File: src/clm_pkg.sv
// Shared types and constants for the cursor list manager.
`timescale 1ns / 1ps

package clm_pkg;

  // Fixed field widths of the stream words.
  localparam int unsigned CMD_W     = 4;
  localparam int unsigned STATUS_W  = 2;
  localparam int unsigned VAL_W     = 32;
  localparam int unsigned LEN_W     = 9;
  localparam int unsigned IN_DATA_W = 32;
  localparam int unsigned OUT_USED  = 2 * LEN_W + 3 * VAL_W;
  localparam int unsigned OUT_DATA_W = ((OUT_USED + 7) / 8) * 8;
  localparam int unsigned PAD_W     = OUT_DATA_W - OUT_USED;

  // Read tree fan-in per registered level.
  localparam int unsigned TREE_BITS = 4;
  localparam int unsigned TREE_FAN  = 1 << TREE_BITS;

  typedef enum logic [CMD_W-1:0] {
    CMD_CLEAR      = 4'd0,
    CMD_PREPEND    = 4'd1,
    CMD_APPEND     = 4'd2,
    CMD_INS_BEFORE = 4'd3,
    CMD_INS_AFTER  = 4'd4,
    CMD_DEL_FRONT  = 4'd5,
    CMD_DEL_BACK   = 4'd6,
    CMD_DEL_CURSOR = 4'd7,
    CMD_MV_FRONT   = 4'd8,
    CMD_MV_BACK    = 4'd9,
    CMD_PREV       = 4'd10,
    CMD_NEXT       = 4'd11,
    CMD_SET        = 4'd12,
    CMD_PEEK       = 4'd13
  } cmd_t;

  typedef enum logic [STATUS_W-1:0] {
    STAT_OK    = 2'd0,
    STAT_EMPTY = 2'd1,
    STAT_UNDEF = 2'd2,
    STAT_FULL  = 2'd3
  } status_t;

  // Edit broadcast to the cell row.
  typedef enum logic [1:0] {
    EDIT_HOLD   = 2'd0,
    EDIT_INSERT = 2'd1,
    EDIT_DELETE = 2'd2,
    EDIT_WRITE  = 2'd3
  } edit_kind_t;

endpackage

File: src/clm_cell.sv
// One list cell: holds the element at a fixed position and shifts with its neighbors.
`timescale 1ns / 1ps

module clm_cell #(
  parameter int unsigned IDX = 0,
  parameter int unsigned EW  = 32,
  parameter int unsigned AW  = 8
) (
  input  logic                   clk,
  input  clm_pkg::edit_kind_t    kind,
  input  logic [AW-1:0]          pos,
  input  logic [EW-1:0]          wval,
  input  logic [EW-1:0]          left_data,
  input  logic [EW-1:0]          right_data,
  output logic [EW-1:0]          data
);

  localparam logic [AW-1:0] MY_IDX = AW'(IDX);

  always_ff @(posedge clk) begin
    case (kind)
      clm_pkg::EDIT_INSERT: begin
        // open a gap at pos: cells past it take the left neighbor
        if (MY_IDX > pos) begin
          data <= left_data;
        end else if (MY_IDX == pos) begin
          data <= wval;
        end
      end
      clm_pkg::EDIT_DELETE: begin
        // close the gap at pos
        if (MY_IDX >= pos) begin
          data <= right_data;
        end
      end
      clm_pkg::EDIT_WRITE: begin
        if (MY_IDX == pos) begin
          data <= wval;
        end
      end
      default: begin
        data <= data;
      end
    endcase
  end

endmodule

File: config.mk
export PLATFORM = sky130hd
export DESIGN_NAME = clm_cell
export DESIGN_NICKNAME = d
export VERILOG_FILES = /design/src/clm_pkg.sv /design/src/clm_cell.sv
export SDC_FILE = /design/constraint.sdc
export NUM_CORES = 1
export LEC_CHECK = 0
export ABC_AREA = 1
export BUFFER_PORTS_ARGS = -buffer_cell sky130_fd_sc_hd__buf_2
export CORE_MARGIN = 2
export CORE_UTILIZATION = 25
export CTS_BUF_LIST = sky130_fd_sc_hd__clkbuf_16
export DETAILED_ROUTE_END_ITERATION = 6
export HOLD_SLACK_MARGIN = 0.12
export PLACE_DENSITY = 0.5
export SETUP_SLACK_MARGIN = 0.5
export SLEW_MARGIN = 20
export SYNTH_ARGS = -nofsm -noshare
export SYNTH_HDL_FRONTEND = slang
export SYNTH_SLANG_ARGS = --single-unit
File: constraint.sdc
create_clock -name clk -period 2.3 [get_ports clk]
set_clock_uncertainty 0.15 [all_clocks]
set_input_delay 0.345 -clock clk [delete_from_list [all_inputs] [get_ports clk]]
set_output_delay 0.345 -clock clk [all_outputs]
set_load 0.03 [all_outputs]
## Word-level counts from Yosys, hierarchy flattened

Cells that the tools add are included.

| storage, ports and cells | value |
|---|---|
| register bits after elaboration | 32 |
| output and inout port bits | 32 |

| cells by class | value |
|---|---|
| order comparisons | 2 |
| equal/unequal tests | 4 |
| muxes and demuxes | 4 |
| reductions and logical operators | 3 |

Operators with widths:

| operator | number |
|---|---|
| 32-bit two-way mux | 3 |
| 32-bit one-hot mux with 3 select lines | 1 |
| 1-bit by 8-bit >= comparator with 1-bit output (first input constant) | 1 |
| 1-bit by 8-bit greater-than comparator with 1-bit output (first input constant) | 1 |
| 8-bit logical NOT | 1 |
| 2-bit == test (second input constant) | 2 |
| 3-bit nonzero test | 1 |
| 2-bit by 1-bit == test with 1-bit output (second input constant) | 1 |
| 2-bit inequality test (second input constant) | 1 |
| 2-bit AND reduction | 1 |

## Logic depth before layout (Yosys ltp)

Gate-level depths: netlist of the first run.

| depth | value |
|---|---|
| depth in word-level cells | 4 |
| gate-level depth with buffers | 7 |
| gate-level depth less buffers | 6 |

## Least setup slack after synthesis of the first run

OpenSTA, ideal clock, no wires.

| timing path | value |
|---|---|
| path kind | input to register |
| from | input pos[5] |
| to | register data[0] (enable) |
| library setup time | 0.388 ns |
| arrival time | 1.602 ns |
| data required time | 1.762 ns |
| setup slack | 0.160 ns |
| stages on the path | 5 |
| cell sequence | nor2_2 > nand2_2 > nor2_8 > buf_8 > a21o_1 |

| between the ends | value |
|---|---|
| cells in the longest elaborated chain, start to end | 3 |

Ends and longest elaborated chain:

| what | RTL line | text |
|---|---|---|
| start, declared | clm_cell.sv:11 | `input logic [AW-1:0] pos,` |
| 1-bit by 8-bit >= comparator with 1-bit output | clm_cell.sv:32 | `if (MY_IDX >= pos) begin` |
| 2-bit inequality test (no line) | - |  |
| 2-bit AND reduction (no line) | - |  |
| end signal, assigned | clm_cell.sv:33 | `data <= right_data;` |
| end signal, assigned | clm_cell.sv:38 | `data <= wval;` |
| end signal, assigned | clm_cell.sv:42 | `data <= data;` |
| end, declared | clm_cell.sv:15 | `output logic [EW-1:0] data` |

Every way passes these cells.
A chain may end at the register's enable or synchronous reset.

## Worst setup path after layout of the first run

| timing path | value |
|---|---|
| from | input pos[5] |
| to | register data[14] (data pin) |

| between the ends | value |
|---|---|
| cells in the longest elaborated chain, start to end | 4 |
| elaborated cells between the ends (all ways) | 5 |
| those cells by class | order compare: 1; mux: 3; reduce/logical: 1 |

Ends and longest elaborated chain:

| what | RTL line | text |
|---|---|---|
| branches (longest 3 deep; another with 1-bit by 8-bit greater-than comparator with 1-bit output) | - |  |
| 32-bit one-hot mux with 3 select lines (*) | clm_cell.sv:21 | `case (kind)` |
| end signal, assigned | clm_cell.sv:25 | `data <= left_data;` |
| end signal, assigned | clm_cell.sv:27 | `data <= wval;` |
| end signal, assigned | clm_cell.sv:33 |  |

Every way passes the cells marked *.

==> impl_metrics.json, run 1 <==
{
  "htreeDepth": 2,
  "grt_start_max_net_pins": 33,
  "synthesis.nets": 357,
  "gp_congestion": 0.707,
  "synth_top_family_by_area": "simple AND/OR/NAND/NOR gates",
  "post-place-cells": 449,
  "leakage_nw": 1.40,
  "fillCellCount": 867,
  "clk_path_buf_depth": 2,
  "cts_resized": 0,
  "die_area_um2": 8850,
  "drv_cap": 0,
  "peakVddDrop_mv": 0.249,
  "yosysTopAreaCell": "edfxtp_1",
  "synth_ff_type": "edfxtp_1",
  "rows": 32,
  "seq_area_frac_synth_pct": 47.3,
  "setup_tns_ns": 0,
  "num-nets-final": 461,
  "cts_setup_buffers": 0,
  "critPathMaxFanout": 20,
  "yosys-top-cells-area": "edfxtp_1, nand2_1, o21bai_1",
  "totalWireLength_um": 5770,
  "drt-initial-drc-count": 54,
  "first_global_vias": 1812,
  "clk_latency_ns": 0.27,
  "global_route.overflow_total": 0,
  "period_needed_ns": 1.46,
  "antenna_found_initial": 0,
  "ant_nets": 0,
  "crit_arrival_ns": 1.33,
  "synthXorXnorAreaFrac_pct": 0,
  "io_pins": 139,
  "grtUsageTotal_pct": 13.1,
  "synthTopCellsByCount": "nand2_1, inv_1, edfxtp_1, nand3_1, o21bai_1",
  "drive_gt1_share_pct": 37.5,
  "hold_buffers": 0,
  "powerDensity_nw_per_um2": 603,
  "cts_tree": "yes",
  "status": "complete, no violations",
  "start_util_pct": 26.0,
  "slew_viol_final": 0,
  "synth_mux_area_share_pct": 0,
  "synth-adder-area-share_pct": 0,
  "register_area_um2": 961,
  "synth_top_cell_area_share_pct": 47.3,
  "synth_compound_area_share_pct": 12.2,
  "finalNonFillerCells": 457,
  "top_register": "data",
  "finalHoldViolations": 0,
  "via_count": 1944,
  "criticalPathCategory": "primary input to register",
  "netlist_area_um2": 2030,
  "worst_ep_required_time_ns": 2.17,
  "diodes": 0,
  "first_pass_iters": 6,
  "ys_seq_elements": 32,
  "synth_simple_gate_area_share_pct": 29.7,
  "drc": 0,
  "coreArea_um2": 7810,
  "relSlewSlack_pct": 72.0,
  "syn2layout_area_growth_pct": 37.2,
  "clk_pin_slew_ns": 0.05,
  "syn_inst": 250,
  "yosysWarnings": 0,
  "root_buffer": "clkbuf_16",
  "largest_reg_flops": 32,
  "grt_setup_unrepaired": "no",
  "die_h_um": 94.1,
  "async_flop_share_pct": 0,
  "numCtsBuffers": 5,
  "finalCritPeriodShare_pct": 63.4,
  "worstSetupEndpointType": "register",
  "multi_input_area_um2": 857,
  "worst_setup_path_start_kind": "primary input",
  "wl_per_cell_um": 12.6,
  "reg_top3": "data (32)",
  "clock_sinks": 32,
  "vias_per_cell": 4.25,
  "max_freq_ghz": 0.685,
  "synth_edf_count": 32,
  "finalSetupViolCount": 0,
  "synth.avg_cell_area_um2": 8.12,
  "worstMarginPinSlew_ns": 0.419,
  "grt_pass1_wl_um": 8950,
  "io_buffer_count": 106,
  "synth_cell_types": 15,
  "dp_hpwl_um": 3910,
  "hp-class": "primary input to register",
  "die_w_um": 94.1,
  "synth_most_common_cell": "nand2_1"
}
## power by group
group	switching [mW]	internal, mW
Clock	0.221	0.388
Sequential	0.0202	0.703
Combinational	0.215	0.132
Total	0.456	1.22
## worst max-delay path, stage by stage
cell and delay, ns:
buf_2 0.10, nor2_2 0.10, nand2_2 0.10, nor2_8 0.14, buf_4 0.29, nand2_1 0.09
nand3_1 0.09, nand2_1 0.06
## metrics by stage
stage / hold slack [ns] / setup slack, ns / power (mW) / util [%] / instance area (um2)
final: 0.192 / 0.841 / 1.68 / 35.7 / 2790
after detailed placement: 0.468 / 0.538 / 1.09 / 33.9 / 2650
after global routing: 0.193 / 0.671 / 1.77 / 35.7 / 2790
after CTS: 0.183 / 0.827 / 1.71 / 35.7 / 2790
after global placement: 0.469 / 0.547 / 1.08 / 33.9 / 2650
after floorplan: 0.381 / 0.627 / 0.949 / - / 2040
## metal layers
metal	routed length, um	track usage [%]
met5	0	0
met3	298	2.89
met4	48	3.26
met1	2530	16.2
met2	2900	23.0
## final cells by class
cell class	count	share of cell area [%]
Multi-Input combinational cell	169	30.8
Timing Repair Buffer	112	20.7
Inverter	34	4.58
Tap cell	102	4.58
Clock inverter	3	0.404
Sequential cell	32	34.5
Clock buffer	5	4.49
## worst paths after layout
check                 from  endpoint  slack (ns)  cells past startpoint
min          right_data[4]   data[4]        0.19                      3
max                 pos[5]  data[14]        0.84                      8
min reg2reg       data[31]  data[31]        0.50                      3
max reg2reg       data[12]  data[12]        1.20                      3
## cells in the final DEF (no fill, tap or decap), drive strengths merged
cell type	Yosys	layout
a21o	1	1
nand3	32	32
o21bai	32	32
clkbuf	3	5
nor2	6	6
inv	34	36
buf	12	112
edfxtp	32	32
nand2	98	98
clkinv	0	1
## kinds of logic (layout without fill, tap and decap cells)
family	count (synthesis)	count (layout)
compound gates	33	33
buf+inv	49	154
simple gates	136	136
flops	32	32
Power figures use the tool's default switching activity.
==> run 2, diff against run 1 <==
--- a/config.mk
+++ b/config.mk
@@ -12,7 +12,7 @@
 export CTS_BUF_LIST = sky130_fd_sc_hd__clkbuf_16
 export DETAILED_ROUTE_END_ITERATION = 6
 export HOLD_SLACK_MARGIN = 0.12
-export PLACE_DENSITY = 0.5
+export PLACE_DENSITY = 0.52
 export SETUP_SLACK_MARGIN = 0.5
 export SLEW_MARGIN = 20
 export SYNTH_ARGS = -nofsm -noshare
==> constraint.sdc (replaced) <==
create_clock -name clk -period 1.3 [get_ports clk]
set_clock_uncertainty 0.15 [all_clocks]
set_input_delay 0.195 -clock clk [delete_from_list [all_inputs] [get_ports clk]]
set_output_delay 0.195 -clock clk [all_outputs]
set_load 0.03 [all_outputs]
==> run 2 against run 1 <==
  * Combinational power up 130%
  * Worst hold slack worse by 0.15 ns
  * First-iteration DRC count up 3.7%
  * Count of clock-buffer cells in the layout unchanged
  * Register-to-register slack worse by 1.0 ns
  * Global-route usage up 0.47 points
  * Critical path depth down 7
  * Flip-flop and latch count unchanged
==> impl_metrics.json, run 2 (synthesis gave the netlist of run 1 again) <==
{
  "worst_setup_path_start_kind": "register",
  "status": "complete, no violations",
  "ant_nets": 0,
  "finalSetupViolCount": 0,
  "drt-initial-drc-count": 56,
  "cpPeakStageDelay_ns": 0.42,
  "critPathBufInv": 1,
  "period_needed_ns": 1.20,
  "worstMarginPinSlew_ns": 0.349,
  "totalWireLength_um": 5900,
  "min_from": "right_data[27]",
  "numCtsBuffers": 5,
  "clk_pin_slew_ns": 0.05,
  "first_pass_iters": 4,
  "fillCellCount": 823,
  "worstSetupEndpointType": "output pin",
  "rows": 32,
  "vias_per_cell": 4.24,
  "grtUsageTotal_pct": 13.6,
  "start_util_pct": 26.0,
  "grt_setup_unrepaired": "yes",
  "io_buffer_count": 106,
  "fin_ws_ns": 0.101,
  "io_pins": 139,
  "slew_viol_final": 0,
  "criticalPathCategory": "register to output pin",
  "r2r-start": "data[1]",
  "via_count": 1974,
  "peakVddDrop_mv": 0.498,
  "finalCritPeriodShare_pct": 92.2,
  "rrSetupSlack_ns": 0.20,
  "final_cell_mix": "nand2_1, buf_2, buf_6",
  "grt_pass1_wl_um": 9270,
  "num-nets-final": 470,
  "slowest_stage": "edfxtp_1",
  "finalPower_mw": 3.17,
  "final_common_cell": "nand2_1",
  "holdPathStages": 3,
  "drc": 0,
  "grt_start_max_net_pins": 33,
  "clock_sinks": 32,
  "finalHoldViolations": 0,
  "cts_tree": "yes",
  "first_global_vias": 1943,
  "place_ws_ns": -0.207,
  "powerDensity_nw_per_um2": 957,
  "die_w_um": 94.1,
  "drv_cap": 0,
  "worstPathCellList": "buf_6",
  "drive_gt1_share_pct": 43.4,
  "hold_path_end": "data[27]",
  "diodes": 0,
  "htreeDepth": 2,
  "reg_top3": "data (32)",
  "max_freq_ghz": 0.834,
  "relSlewSlack_pct": 76.7,
  "post-route-util_pct": 42.5,
  "leakage_nw": 1.63,
  "syn2layout_area_growth_pct": 63.4,
  "largest_reg_flops": 32,
  "crit_arrival_ns": 0.85,
  "coreArea_um2": 7810,
  "wl_per_cell_um": 12.7,
  "worst_r2r_endpoint": "data[1]",
  "root_buffer": "clkbuf_16",
  "reg2regPathDepth": 3,
  "top_register": "data",
  "antenna_found_initial": 0,
  "die_area_um2": 8850,
  "global_route.overflow_total": 0,
  "crit_family": "flip-flops",
  "clk_path_buf_depth": 2,
  "critPathMaxFanout": 2,
  "worst_ep_required_time_ns": 0.95,
  "hp-class": "primary input to register",
  "gp_congestion": 0.684,
  "dp_hpwl_um": 4080,
  "die_h_um": 94.1,
  "clk_latency_ns": 0.26
}
==> run 2: per-layer routing <==
layer / part of all wire, % / global-route usage, %
met3: 4.7 / 2.65
met4: 0.83 / 3.99
met5: 0 / 0
met1: 44 / 16.6
met2: 51 / 24.0
==> run 2: metrics by stage <==
stage                     setup TNS [ns]  instance area [um2]  hold WS [ns]  std cells
after detailed placement           -9.86                 2840         0.318        456
after global routing                   0                 3320        0.0423        466
after global placement             -9.20                 2840         0.315        456
after floorplan                    -5.99                 2110         0.231        250
after CTS                              0                 3270        0.0352        466
final                                  0                 3320        0.0411        466
==> run 2: power breakdown <==
part / internal, mW / leakage (nW) / switching (mW)
combinational: 0.381 / 1.24 / 0.407
sequential: 1.25 / 0.317 / 0.0552
clock: 0.687 / 0.0738 / 0.397
total: 2.31 / 1.63 / 0.859
==> run 2: timing repair <==
item / 4_1_cts / 5_1_grt
resized for setup: 80 / 8
setup endpoints to repair: 96 / 96
pin swaps: 3 / 3
cloned: 1 / 0
buffers inserted: 1 / 0
endpoints found under the hold margin: 32 / 32
==> run 2: area by class of cell <==
type,count,area (um2),area share [%]
flip-flops and latches,32,961,29.0
multi-input cells,169,968,29.2
clock buffers,5,125,3.77
inverters,34,128,3.85
repair buffers,121,996,30.0
clock inverters,3,11.3,0.339
well taps,102,128,3.85
==> run 2: worst max path at each step <==
stage                        start       end  slack (ns)  cells after the start
after detailed placement    pos[0]   data[7]       -0.21                      8
after global placement      pos[1]  data[22]       -0.19                      8
after CTS                 data[20]  data[20]         0.1                      1
after floorplan             pos[1]   data[0]       -0.19                      5
after global routing      data[14]  data[14]        0.07                      1
final                     data[15]  data[15]        0.10                      1
